===== config.mk =====
export PLATFORM = sky130hd
export DESIGN_NAME = playfair_digraph_cipher
export DESIGN_NICKNAME = d
export VERILOG_FILES = /design/src/design/pfc_pkg.sv /design/src/design/playfair_digraph_cipher.sv /design/src/design/pfc_front.sv /design/src/design/pfc_queue.sv /design/src/design/pfc_back.sv
export SDC_FILE = /design/constraint.sdc
export NUM_CORES = 1
export LEC_CHECK = 0
export BUFFER_PORTS_ARGS = -buffer_cell sky130_fd_sc_hd__buf_2
export CAP_MARGIN = 15
export CORE_MARGIN = 5
export CORE_UTILIZATION = 30
export CTS_CLUSTER_DIAMETER = 80
export DETAILED_ROUTE_END_ITERATION = 7
export PLACE_DENSITY = 0.49
export SYNTH_ARGS = -nofsm -noshare
export SYNTH_HDL_FRONTEND = slang
export SYNTH_SLANG_ARGS = --single-unit

===== constraint.sdc =====
create_clock -name clk -period 16.3 [get_ports clk]
set_input_delay 0.815 -clock clk [delete_from_list [all_inputs] [get_ports clk]]
set_output_delay 0.815 -clock clk [all_outputs]
set_load 0.02 [all_outputs]

===== src/design/pfc_pkg.sv =====
// ----------------------------------------------------------------------------
// pfc_pkg
// Shared types, constants and square lookup functions of the Playfair cipher.
// ----------------------------------------------------------------------------
`default_nettype none

package pfc_pkg;

	localparam int SQUARE_SIDE = 5;
	localparam int CODE_BITS   = 5;
	localparam int IDX_BITS    = $clog2(SQUARE_SIDE);
	localparam int CFG_BITS    = SQUARE_SIDE * CODE_BITS;
	localparam int REG_BITS    = 3;
	localparam int QUEUE_DEPTH = 4;
	localparam int QPTR_BITS   = $clog2(QUEUE_DEPTH);
	localparam int QCNT_BITS   = QPTR_BITS + 1;

	typedef logic [CODE_BITS-1:0] code_t;
	typedef logic [IDX_BITS-1:0]  idx_t;
	typedef logic [SQUARE_SIDE-1:0][SQUARE_SIDE-1:0][CODE_BITS-1:0] square_t;
	typedef logic [1:0][CODE_BITS-1:0] code_pair_t;

	localparam code_t CODE_I       = code_t'(8);
	localparam code_t CODE_J       = code_t'(9);
	localparam code_t FILLER_RESET = code_t'(23);
	localparam code_t PAD_RESET    = code_t'(16);

	// row 4 in the high bits, column 0 of each row in its low bits
	localparam square_t SQUARE_RESET = {
		25'd27025109, 25'd21613104, 25'd16201099, 25'd10755269, 25'd4294688
	};

	typedef enum logic {
		MODE_ENCRYPT,
		MODE_DECRYPT
	} mode_t;

	typedef enum logic [REG_BITS-1:0] {
		REG_ROW0,
		REG_ROW1,
		REG_ROW2,
		REG_ROW3,
		REG_ROW4,
		REG_MODE,
		REG_FILLER,
		REG_PAD
	} reg_idx_t;

	typedef struct packed {
		square_t square;
		mode_t   mode;
		code_t   filler;
		code_t   pad;
	} cfg_t;

	// one queue entry: one or two letter pairs produced by a single input item
	typedef struct packed {
		logic  last;
		logic  two;
		code_t a0;
		code_t b0;
		code_t a1;
		code_t b1;
	} pair_job_t;

	typedef struct packed {
		idx_t row;
		idx_t col;
	} pos_t;

	function automatic code_t fold_j(code_t c);
		return (c == CODE_J) ? CODE_I : c;
	endfunction

	// first match in row-major order wins; absent code sits at row 0, col 0
	function automatic pos_t locate(square_t sq, code_t c);
		pos_t p;
		p = '0;
		for (int r = SQUARE_SIDE - 1; r >= 0; r--) begin
			for (int k = SQUARE_SIDE - 1; k >= 0; k--) begin
				if (sq[r][k] == c) begin
					p.row = idx_t'(r);
					p.col = idx_t'(k);
				end
			end
		end
		return p;
	endfunction

	function automatic idx_t wrap_step(idx_t v, logic dec);
		idx_t n;
		if (dec)
			n = (v == '0) ? idx_t'(SQUARE_SIDE - 1) : v - idx_t'(1);
		else
			n = (v == idx_t'(SQUARE_SIDE - 1)) ? '0 : v + idx_t'(1);
		return n;
	endfunction

	function automatic code_pair_t pair_cipher(square_t sq, mode_t mode, code_t a, code_t b);
		pos_t       p1;
		pos_t       p2;
		logic       dec;
		code_pair_t r;
		dec = (mode == MODE_DECRYPT);
		p1  = locate(sq, fold_j(a));
		p2  = locate(sq, fold_j(b));
		priority if (p1.col == p2.col) begin
			r[0] = sq[wrap_step(p1.row, dec)][p1.col];
			r[1] = sq[wrap_step(p2.row, dec)][p2.col];
		end else if (p1.row == p2.row) begin
			r[0] = sq[p1.row][wrap_step(p1.col, dec)];
			r[1] = sq[p2.row][wrap_step(p2.col, dec)];
		end else begin
			r[0] = sq[p1.row][p2.col];
			r[1] = sq[p2.row][p1.col];
		end
		return r;
	endfunction

endpackage

`default_nettype wire


===== src/design/playfair_digraph_cipher.sv =====
// ----------------------------------------------------------------------------
// playfair_digraph_cipher
// Streaming Playfair cipher over a configurable 5x5 key square.
// ----------------------------------------------------------------------------
//
//  channel   direction  handshake          payload
//  -------   ---------  ---------          -------
//  input     in         push / full        letter, message_end
//  result    out        pop / empty        out_letter, out_last
//  config    in         cfg_we             cfg_index, cfg_wdata
//
// An input item is taken whenever the pair queue has room; the
// front end turns it into zero, one or two letter pairs in that same cycle.
// The back end handles one produced letter at a time (stripped decrypt
// letters included, up to four per item) through its single shared
// pair-transform unit, holding a kept letter while the result is not taken.
// Results pass through the pair queue, job register and output register.
// Reset is asynchronous: queue and pair state clear, the key square, mode,
// filler and pad return to their defaults. No clearing pass is needed.
// A stalled result side fills the 4-entry queue, then full rises.
// ----------------------------------------------------------------------------
`default_nettype none

module playfair_digraph_cipher (
	input  wire                            clk,
	input  wire                            arst_n,
	// input items
	input  wire                            push,
	output logic                           full,
	input  pfc_pkg::code_t                 letter,
	input  wire                            message_end,
	// result items
	output logic                           empty,
	input  wire                            pop,
	output pfc_pkg::code_t                 out_letter,
	output logic                           out_last,
	// configuration writes
	input  wire                            cfg_we,
	input  wire [pfc_pkg::REG_BITS-1:0]    cfg_index,
	input  wire [pfc_pkg::CFG_BITS-1:0]    cfg_wdata
);
	import pfc_pkg::*;

	cfg_t      cfg_q;

	// front -> queue -> back
	logic      fq_push;
	pair_job_t fq_job;
	logic      q_full;
	logic      q_empty;
	logic      q_pop;
	pair_job_t q_job;

	// configuration registers: user must write only while idle; block won't check
	always_ff @(posedge clk or negedge arst_n) begin
		if (!arst_n) begin
			cfg_q.square <= SQUARE_RESET;
			cfg_q.mode   <= MODE_ENCRYPT;
			cfg_q.filler <= FILLER_RESET;
			cfg_q.pad    <= PAD_RESET;
		end else if (cfg_we) begin
			unique case (reg_idx_t'(cfg_index))
				REG_ROW0:   cfg_q.square[0] <= cfg_wdata;
				REG_ROW1:   cfg_q.square[1] <= cfg_wdata;
				REG_ROW2:   cfg_q.square[2] <= cfg_wdata;
				REG_ROW3:   cfg_q.square[3] <= cfg_wdata;
				REG_ROW4:   cfg_q.square[4] <= cfg_wdata;
				REG_MODE:   cfg_q.mode      <= mode_t'(cfg_wdata[0]);
				REG_FILLER: cfg_q.filler    <= cfg_wdata[CODE_BITS-1:0];
				REG_PAD:    cfg_q.pad       <= cfg_wdata[CODE_BITS-1:0];
			endcase
		end
	end

	// front end: doubled-letter filler, pairing, closing pad
	pfc_front u_front (
		.clk         (clk),
		.arst_n      (arst_n),
		.cfg         (cfg_q),
		.push        (push),
		.letter      (letter),
		.message_end (message_end),
		.q_full      (q_full),
		.q_push      (fq_push),
		.q_job       (fq_job)
	);

	assign full = q_full;

	// pair queue lets the input and result sides stall independently
	pfc_queue u_queue (
		.clk    (clk),
		.arst_n (arst_n),
		.push   (fq_push),
		.wr_job (fq_job),
		.full   (q_full),
		.pop    (q_pop),
		.rd_job (q_job),
		.empty  (q_empty)
	);

	// back end: square lookup, shift or rectangle rule, decrypt stripping
	pfc_back u_back (
		.clk        (clk),
		.arst_n     (arst_n),
		.cfg        (cfg_q),
		.q_empty    (q_empty),
		.q_job      (q_job),
		.q_pop      (q_pop),
		.pop        (pop),
		.empty      (empty),
		.out_letter (out_letter),
		.out_last   (out_last)
	);

endmodule

`default_nettype wire


===== src/design/pfc_front.sv =====
// ----------------------------------------------------------------------------
// pfc_front
// Takes message letters, inserts filler and pad, forms pairs for the queue.
// ----------------------------------------------------------------------------
`default_nettype none

module pfc_front (
	input  wire               clk,
	input  wire               arst_n,
	input  pfc_pkg::cfg_t     cfg,
	input  wire               push,
	input  pfc_pkg::code_t    letter,
	input  wire               message_end,
	input  wire               q_full,
	output logic              q_push,
	output pfc_pkg::pair_job_t q_job
);
	import pfc_pkg::*;

	logic  held_valid_q;
	code_t held_q;
	logic  prev_valid_q;
	code_t prev_q;

	logic      accept;
	logic      enc;
	logic      hv_nx;
	code_t     hl_nx;
	logic      pair0_v;
	pair_job_t job;
	logic      feed_en [3];
	code_t     feed_x  [3];

	assign accept = push && !q_full;
	assign enc    = (cfg.mode == MODE_ENCRYPT);

	// up to three feeds per item: filler, the letter itself, closing pad
	always_comb begin
		hv_nx      = held_valid_q;
		hl_nx      = held_q;
		pair0_v    = 1'b0;
		job        = '0;
		job.last   = message_end;
		feed_en[0] = enc && prev_valid_q && (prev_q == letter);
		feed_x[0]  = cfg.filler;
		feed_en[1] = 1'b1;
		feed_x[1]  = letter;
		feed_en[2] = 1'b0;
		feed_x[2]  = cfg.pad;
		for (int k = 0; k < 3; k++) begin
			if (k == 2)
				feed_en[2] = enc && message_end && hv_nx;
			if (feed_en[k]) begin
				if (hv_nx) begin
					if (!pair0_v) begin
						job.a0  = hl_nx;
						job.b0  = feed_x[k];
						pair0_v = 1'b1;
					end else begin
						job.a1  = hl_nx;
						job.b1  = feed_x[k];
						job.two = 1'b1;
					end
					hv_nx = 1'b0;
				end else begin
					hl_nx = feed_x[k];
					hv_nx = 1'b1;
				end
			end
		end
	end

	assign q_push = accept && pair0_v;
	assign q_job  = job;

	always_ff @(posedge clk or negedge arst_n) begin
		if (!arst_n) begin
			held_valid_q <= 1'b0;
			prev_valid_q <= 1'b0;
		end else if (accept) begin
			held_valid_q <= hv_nx && !message_end;
			if (message_end)
				prev_valid_q <= 1'b0;
			else if (enc)
				prev_valid_q <= 1'b1;
		end
	end

	always_ff @(posedge clk) begin
		if (accept) begin
			held_q <= hl_nx;
			if (enc)
				prev_q <= letter;
		end
	end

endmodule

`default_nettype wire


===== src/design/pfc_queue.sv =====
// ----------------------------------------------------------------------------
// pfc_queue
// Small FIFO of pair jobs between the front and back ends.
// ----------------------------------------------------------------------------
`default_nettype none

module pfc_queue (
	input  wire                clk,
	input  wire                arst_n,
	input  wire                push,
	input  pfc_pkg::pair_job_t wr_job,
	output logic               full,
	input  wire                pop,
	output pfc_pkg::pair_job_t rd_job,
	output logic               empty
);
	import pfc_pkg::*;

	pair_job_t              mem_q [QUEUE_DEPTH];
	logic [QPTR_BITS-1:0]   wr_ptr_q;
	logic [QPTR_BITS-1:0]   rd_ptr_q;
	logic [QCNT_BITS-1:0]   count_q;
	logic                   do_push;
	logic                   do_pop;

	assign full    = (count_q == QCNT_BITS'(QUEUE_DEPTH));
	assign empty   = (count_q == '0);
	assign do_push = push && !full;
	assign do_pop  = pop && !empty;
	assign rd_job  = mem_q[rd_ptr_q];

	always_ff @(posedge clk or negedge arst_n) begin
		if (!arst_n) begin
			wr_ptr_q <= '0;
			rd_ptr_q <= '0;
			count_q  <= '0;
		end else begin
			if (do_push)
				wr_ptr_q <= wr_ptr_q + QPTR_BITS'(1);
			if (do_pop)
				rd_ptr_q <= rd_ptr_q + QPTR_BITS'(1);
			if (do_push && !do_pop)
				count_q <= count_q + QCNT_BITS'(1);
			else if (do_pop && !do_push)
				count_q <= count_q - QCNT_BITS'(1);
		end
	end

	always_ff @(posedge clk) begin
		if (do_push)
			mem_q[wr_ptr_q] <= wr_job;
	end

endmodule

`default_nettype wire


===== src/design/pfc_back.sv =====
// ----------------------------------------------------------------------------
// pfc_back
// Enciphers or deciphers queued pairs, one letter per cycle while not stalled.
// ----------------------------------------------------------------------------
`default_nettype none

module pfc_back (
	input  wire                clk,
	input  wire                arst_n,
	input  pfc_pkg::cfg_t      cfg,
	input  wire                q_empty,
	input  pfc_pkg::pair_job_t q_job,
	output logic               q_pop,
	input  wire                pop,
	output logic               empty,
	output pfc_pkg::code_t     out_letter,
	output logic               out_last
);
	import pfc_pkg::*;

	pair_job_t  job_q;
	logic       job_valid_q;
	logic [1:0] sel_q;          // [1] pair, [0] letter within pair
	logic       out_valid_q;
	code_t      out_letter_q;
	logic       out_last_q;

	code_t      cur_a;
	code_t      cur_b;
	code_pair_t res;
	logic       keep0;
	logic       keep1;
	logic       keep;
	code_t      cur_letter;
	logic       last_pair;
	logic       out_free;
	logic       adv;
	logic       emit;
	logic       job_done;
	logic       load;

	assign cur_a = sel_q[1] ? job_q.a1 : job_q.a0;
	assign cur_b = sel_q[1] ? job_q.b1 : job_q.b0;
	assign res   = pair_cipher(cfg.square, cfg.mode, cur_a, cur_b);

	// decrypt strips filler and pad from the plaintext
	assign keep0 = (cfg.mode == MODE_ENCRYPT) || ((res[0] != cfg.filler) && (res[0] != cfg.pad));
	assign keep1 = (cfg.mode == MODE_ENCRYPT) || ((res[1] != cfg.filler) && (res[1] != cfg.pad));
	assign keep       = sel_q[0] ? keep1 : keep0;
	assign cur_letter = sel_q[0] ? res[1] : res[0];

	assign last_pair = sel_q[1] || !job_q.two;
	assign out_free  = !out_valid_q || pop;
	assign adv       = job_valid_q && (!keep || out_free);
	assign emit      = job_valid_q && keep && out_free;
	assign job_done  = adv && sel_q[0] && last_pair;
	assign load      = !job_valid_q || job_done;
	assign q_pop     = load && !q_empty;

	always_ff @(posedge clk or negedge arst_n) begin
		if (!arst_n) begin
			job_valid_q <= 1'b0;
			sel_q       <= '0;
			out_valid_q <= 1'b0;
		end else begin
			if (load) begin
				job_valid_q <= !q_empty;
				sel_q       <= '0;
			end else if (adv) begin
				sel_q <= sel_q + 2'd1;
			end
			if (emit)
				out_valid_q <= 1'b1;
			else if (pop)
				out_valid_q <= 1'b0;
		end
	end

	always_ff @(posedge clk) begin
		if (q_pop)
			job_q <= q_job;
		if (emit) begin
			out_letter_q <= cur_letter;
			out_last_q   <= job_q.last && last_pair && (sel_q[0] || !keep1);
		end
	end

	assign empty      = !out_valid_q;
	assign out_letter = out_letter_q;
	assign out_last   = out_last_q;

endmodule

`default_nettype wire


Yosys cells after proc, flatten, opt, wreduce, memory -nomap -nowiden:

Memory sizes are Yosys's and may differ from the RTL's. A register that Yosys moved wholly into a read port is not among the register bits.
Cells that the tools add are included.

* add/sub/neg operators: 13
* magnitude comparators: 8
* equality and inequality tests: 72
* mux-type cells: 132
* bitwise logic cells: 1
* reduce and logical (&&, ||, !) cells: 57

Operator list (count)
* 25-bit binary-select mux with 3-bit select: 4
* 6-bit 2-to-1 mux: 50
* 5-bit equality test: 51
* 25-bit 2-to-1 mux: 4
* 5-bit binary-select mux with 3-bit select: 6
* 21-bit 2-to-1 mux: 4
* 5-bit 2-to-1 mux: 16
* 10-bit 2-to-1 mux: 6
* 3-bit 2-to-1 mux: 20
* 3-bit by 4-bit less-than comparator with 1-bit output, second input constant: 8
* 3-bit equality test, second input constant: 9
* 1-bit logical AND: 21
* 20-bit 2-to-1 mux: 1
* 5-bit inequality test: 4
* 2-bit AND reduction: 10
* 1-bit 2-to-1 mux: 19
* 3-bit logical NOT: 6
* 3-bit by 1-bit adder with 3-bit output, second input constant: 5
* 3-bit by 1-bit subtractor with 3-bit output, second input constant: 5
* 5-bit by 4-bit equality test with 1-bit output, second input constant: 2
* 1-bit logical NOT: 10
* 1-bit logical OR: 7
* 2-bit by 1-bit adder with 2-bit output, second input constant: 3
* 3-bit by 2-bit equality test with 1-bit output, second input constant: 2
* other kinds (6): 10

* flip-flop bits (word level): 165
* RAM bits: 88
* input port bits: 39
* output and inout port bits: 8
* word-level logic and storage cells: 324
* memories: 1

Memory list
* u_queue.mem_q: words 4, bits a word 22, rd ports 1, clocked after memory_dff 1, wr ports 1, line pfc_queue.sv:19 `pair_job_t mem_q [QUEUE_DEPTH];`

Longest topological paths before layout:

* word-level depth: 53
* gate-level depth with buffers: 33
* gate-level depth less buffers: 28

By module:

Synthesis repeated with hierarchy kept, for this count alone.

* cell total of the unflattened synthesis: 2368
* area total of the unflattened synthesis: 23166.0 um^2

By module, submodules not included
* pfc_back: times used 1, cells an instance 1793, area an instance 13063.8 um^2, sequential area each 940.9 um^2
* playfair_digraph_cipher: times used 1, cells an instance 295, area an instance 5331.4 um^2, sequential area each 3478.3 um^2
* pfc_queue: times used 1, cells an instance 151, area an instance 3628.5 um^2, sequential area each 2817.7 um^2
* pfc_front: times used 1, cells an instance 129, area an instance 1142.3 um^2, sequential area each 350.3 um^2

Least setup slack after synthesis:

No wires, ideal clock.

* kind: reg2reg
* start: register u_back.sel_q[1]
* end: register u_queue.count_q[1]
* library setup time: 0.125 ns
* data arrival time: 6.758 ns
* data required time: 16.175 ns
* setup slack: 9.417 ns
* stages on the path, launching flop included: 30
* buffers on the path: 5
* clock period less this slack: 6.883 ns
* cells stage by stage: dfrtp_1 > buf_6 > buf_6 > mux2i_4 > buf_12 > xnor2_1 > or4_1 > a211oi_1 > o211ai_1 > a2111oi_2 > o21bai_1 > nand2_2 > buf_2 > inv_1 > ha_1 > clkbuf_1 > or3_1 > a211o_1 > nand2_1 > nand3b_1 > o2111a_1 > a211oi_2 > xor2_1 > a2111oi_4 > a32o_2 > a21oi_4 > ha_1 > inv_1 > fa_1 > mux2_2

* cells in the longest elaborated chain, start to end: 53
* elaborated cells between the ends (all ways): 187
* classes of those cells: 8 x add/sub; 62 x eq/ne; 96 x mux; 21 x reduce/logical

Ends and longest elaborated chain
* start: declaration: line pfc_back.sv:23 `logic [1:0] sel_q;`
* start signal: assignment: line pfc_back.sv:70 `sel_q <= sel_q + 2'd1;`
* 5-bit 2-to-1 mux, on equally long branches: line pfc_back.sv:42, pfc_back.sv:43
* 5-bit by 4-bit equality test with 1-bit output: line pfc_pkg.sv:72 `return (c == CODE_J) ? CODE_I : c;`
* 5-bit 2-to-1 mux: line pfc_pkg.sv:72
* 5-bit equality test: line pfc_pkg.sv:81 `if (sq[r][k] == c) begin`
* 6-bit 2-to-1 mux (25 in series): line pfc_pkg.sv:81
* 3-bit by 1-bit adder with 3-bit output, or another cell as far along: line pfc_pkg.sv:95 `n = (v == idx_t'(SQUARE_SIDE - 1)) ? '0 : v + idx_t'(1);`
* 3-bit 2-to-1 mux, on equally long branches: line pfc_pkg.sv:95, pfc_pkg.sv:93
* 3-bit 2-to-1 mux: line pfc_pkg.sv:92 `if (dec)`
* [... 13 more ...]
* 1-bit logical AND: line pfc_back.sv:56 `assign job_done = adv && sel_q[0] && last_pair;`
* 1-bit logical AND (*): line pfc_back.sv:56
* 1-bit logical OR (*): line pfc_back.sv:57 `assign load = !job_valid_q || job_done;`
* 1-bit logical AND (*): line pfc_back.sv:58 `assign q_pop = load && !q_empty;`
* 1-bit logical AND (*): line pfc_queue.sv:29 `assign do_pop = pop && !empty;`
* 1-bit logical NOT: line pfc_queue.sv:42 `if (do_push && !do_pop)`
* 1-bit logical AND: line pfc_queue.sv:42
* 3-bit 2-to-1 mux or 2-bit nonzero test (tied branches)
* end signal: assignment: line pfc_queue.sv:43 `count_q <= count_q + QCNT_BITS'(1);`
* end signal: assignment: line pfc_queue.sv:45 `count_q <= count_q - QCNT_BITS'(1);`
* end: declaration: line pfc_queue.sv:22 `logic [QCNT_BITS-1:0] count_q;`

Mark *: on every way between the ends. The rest lies on a longest branch, timed or not. The select of a mux whose other input is x is not followed.
A chain may end at the register's enable or synchronous reset.

Worst setup path after layout:

Same ends and word-level chain as after synthesis.

==> flow_summary_export.csv <==
group,metric,value,unit
run_status,status,"finished, final reports clean",
synth,ys_warn_count,0,
timing,final-setup-viol-count,0,
die,design.portCount,47,
run,maxCapViolations,0,
worst_setup_path,ff_to_ff_setup_slack,6.17,ns
die,start_util,30.16,%
worst_setup_path,critical_path_peak_fanout,27,
finish,final_common_cell,"xnor2_1",
placed_design,io_buffer_count,46,
finish,fillers,7786,
timing,tns_setup,0,ns
synth,synthArstFlopShare,54.18,%
synth,syn_area_per_cell,9.577,um2
grt,grt_usage,30.33,%
worst_setup_path,critPathArrivalTime,10.56,ns
timing,grt_setup_unrepaired,"no",
worst_setup_path,crit_required,16.73,ns
finish,drive_gt1_share,22.53,%
grt,grt_antenna_before_repair,3,
route,drtIter0Drc,3039,
cts,cts_inserted_buffers,34,
finish,finalInstanceArea,25040,um2
worst_setup_path,crit-reg2reg-capture,"u_queue.count_q[1]",
timing,fmax,0.09868,GHz
cts,clk_latency,0.55,ns
placed_design,hpwl,97.26,mm
route,route.detailed.drc,0,
die,die_h,286.1,um
finish,layout.cells.most_common_list,"209 x xnor2_1, 177 x nand2_1, 128 x mux2_2",
cts,cts.htree.levels,2,
die,placement_rows,101,
synth,netlist-cell-type-count,120,
synth,synthesis.area,22870,um2
die,die_area,81860,um2
worst_setup_path,timing.critical_path.from,"u_back.sel_q[1]",
grt,global_route_wire_length_before_repair,175.3,mm
cts,clk_pin_slew,0.06,ns
finish,multi_input_comb_area,13970,um2
placed_design,count_of_placed_standard_cells_including_taps,3259,
timing,worst_slew_margin_rel,14.62,%
synth,netlist_instances,2388,
synth,synth_area_in_adders,1.182,%
worst_setup_path,critPathLaunchType,"flip-flop",
synth,synth_top_area_share,16.54,%
grt,via_count_of_the_first_global_routing_pass,20630,
timing,report.final.slew_viol_count,0,
synth,yosys_register_bits,275,
timing,worst_clock_skew,0.03136,ns
timing,min_period,10.13,ns
route,num_vias,21910,
cts,max-clock-path-buffers,3,
grt,grt_start_max_net_pins,58,
route,wirelength,129.3,mm
cts,post-cts-setup-buffer-count,0,
synth,ys_top_cells_by_area,"edfxtp_1 17%, dfrtp_1 9.7%, xnor2_1 8.0%",
synth,ys_seq_area_share,33.17,%
synth,synth_nets,2448,
min_path,worst_hold_path_type,"in -> async",
worst_setup_path,criticalPathCategory,"reg -> reg",
route,routed_via_density,6.594,
route,detail_route.first_pass.iterations,6,
die,die_x,286.1,um
timing,worst-slew-pin-transition,1.269,ns
grt,global_route.overflow_total,0,
worst_setup_path,timing.critical_path.to_type,"flip-flop",
worst_setup_path,r2r_start,"u_back.sel_q[1]",
placed_design,place.gp.congestion,1.058,
cts,postCtsResizedCells,0,
finish,num-nets-final,2379,
die,fp.coreArea,75820,um2
cts,tritoncts_clock_tree,"built",
timing,timing.final.hold_violations,0,
worst_setup_path,ff2ff_path_depth,27,
synth,combinational_family_with_the_most_area_after_synthesis,"compound AO/OA/AOI/OAI gates",
placed_design,place_area,23970,um2
finish,register_area,7587,um2
worst_setup_path,crit_path_end,"u_queue.count_q[1]",
finish,layout_overhead_on_the_synthesized_area,9.503,%
synth,synth-edff-count,126,
synth,synth_top_area_cell,"edfxtp_1",
finish,final_cells,3323,
route,routedWlPerCell,38.91,um
cts,postCtsHoldBufs,0,
synth,synth_mux_area_share,12.34,%
synth,synth-xor-area-share,9.437,%
synth,yosys.area_share.simple,14.31,%
cts,clock_tree.root_cell,"clkbuf_16",
synth,synth_flop_cell,"edfxtp_1",
synth,share_of_the_synthesized_area_in_compound_gates_ao_oa_aoi_oai,23.28,%
cts,clock_sinks,275,
route,drtAntennaViolNets,0,
timing,post-route-period-util,62.17,%
[worst max-delay path: stages (launching register included)]
cell and delay, ns:
dfrtp_1 0.31, buf_4 0.36, mux2i_4 0.29, buf_4 0.49
o211a_1 0.66, nor2_2 0.30, xnor2_1 0.22, a211oi_2 0.44
nand4_2 0.74, nor2_4 0.55, inv_2 0.31, ha_1 0.35
nor2_1 0.14, o21a_1 0.17, nand3_1 0.43, nand2_1 0.81
mux2_2 0.42, nand2_1 0.07, o211ai_1 0.13, nor3_1 0.83
nor3_1 0.18, a2111oi_4 0.41, a32o_2 0.28, a21oi_4 0.09
ha_1 0.23, inv_1 0.07, fa_1 0.41, mux2_2 0.27
[area by class of cell]
type | count | area share, %
diodes | 1 | 0.009992
multi-input cells | 1802 | 55.77
well taps | 978 | 4.886
repair buffers | 145 | 3.902
flip-flops and latches | 275 | 30.30
clock buffers | 49 | 3.827
inverters | 61 | 0.9143
clock inverters | 12 | 0.3997
[routing by layer]
layer	GRT usage [%]	share of wire [%]	up-vias
li1	-	-	8971
met3	7.506	9.8	354
met2	45.57	42	1407
met5	0	0	-
met4	15.28	6.5	0
met1	40.65	41	11180
[logic make-up (layout without fill, tap and decap cells)]
kind of cell,after synthesis,count (layout)
AO/OA/AOI/OAI,709,709
AND/OR/NAND/NOR,611,611
buffers and inverters,311,267
flip-flops,275,275
XOR/XNOR,243,243
multiplexers,218,218
adder cells (fa/ha/maj),21,21
other,0,1
[cell usage after synthesis, drive strengths merged (44+ instances only)]
master / count
a221oi: 46
nand2: 179
dfrtp: 89
inv: 59
mux2: 131
clkbuf: 133
buf: 117
a211oi: 44
o21ai: 133
edfxtp: 126
nor3: 58
nand3: 62
xnor2: 213
mux2i: 57
nor4: 58
nor2: 100
a21oi: 109
dfstp: 60
[flip-flops by register name, indices dropped and copies added, names as in the netlist, 2 cells and up]
register           flops
cfg_q                136
u_queue.mem_q         88
u_back.job_q          22
u_back.out_letter      5
u_front.held_q         5
u_front.prev_q         5
u_queue.count_q        3
u_back.sel_q           2
u_queue.rd_ptr_q       2
u_queue.wr_ptr_q       2
[metrics by stage]
step,setup slack [ns],hold WS (ns),utilization (%)
final,6.167,0.2115,33.03
after detailed placement,6.419,0.4839,31.61
after global routing,5.795,0.2339,33.03
after CTS,6.406,0.2064,33.01
after floorplan,9.417,0.4565,-
after global placement,5.688,0.4887,31.59
[how the worst min path moves through the flow]
stage / from / end / slack, ns
floorplan: u_queue.count_q[2] / u_queue.count_q[2] / 0.46
global placement: u_queue.count_q[2] / u_queue.count_q[2] / 0.49
detailed placement: u_queue.count_q[2] / u_queue.count_q[2] / 0.48
CTS: arst_n / cfg_q[96] / 0.21
global route: arst_n / cfg_q[21] / 0.23
finish: arst_n / cfg_q[51] / 0.21
Power is not shown: default switching activity piles up to over one toggle a cycle in this logic, so the estimate is an artifact.
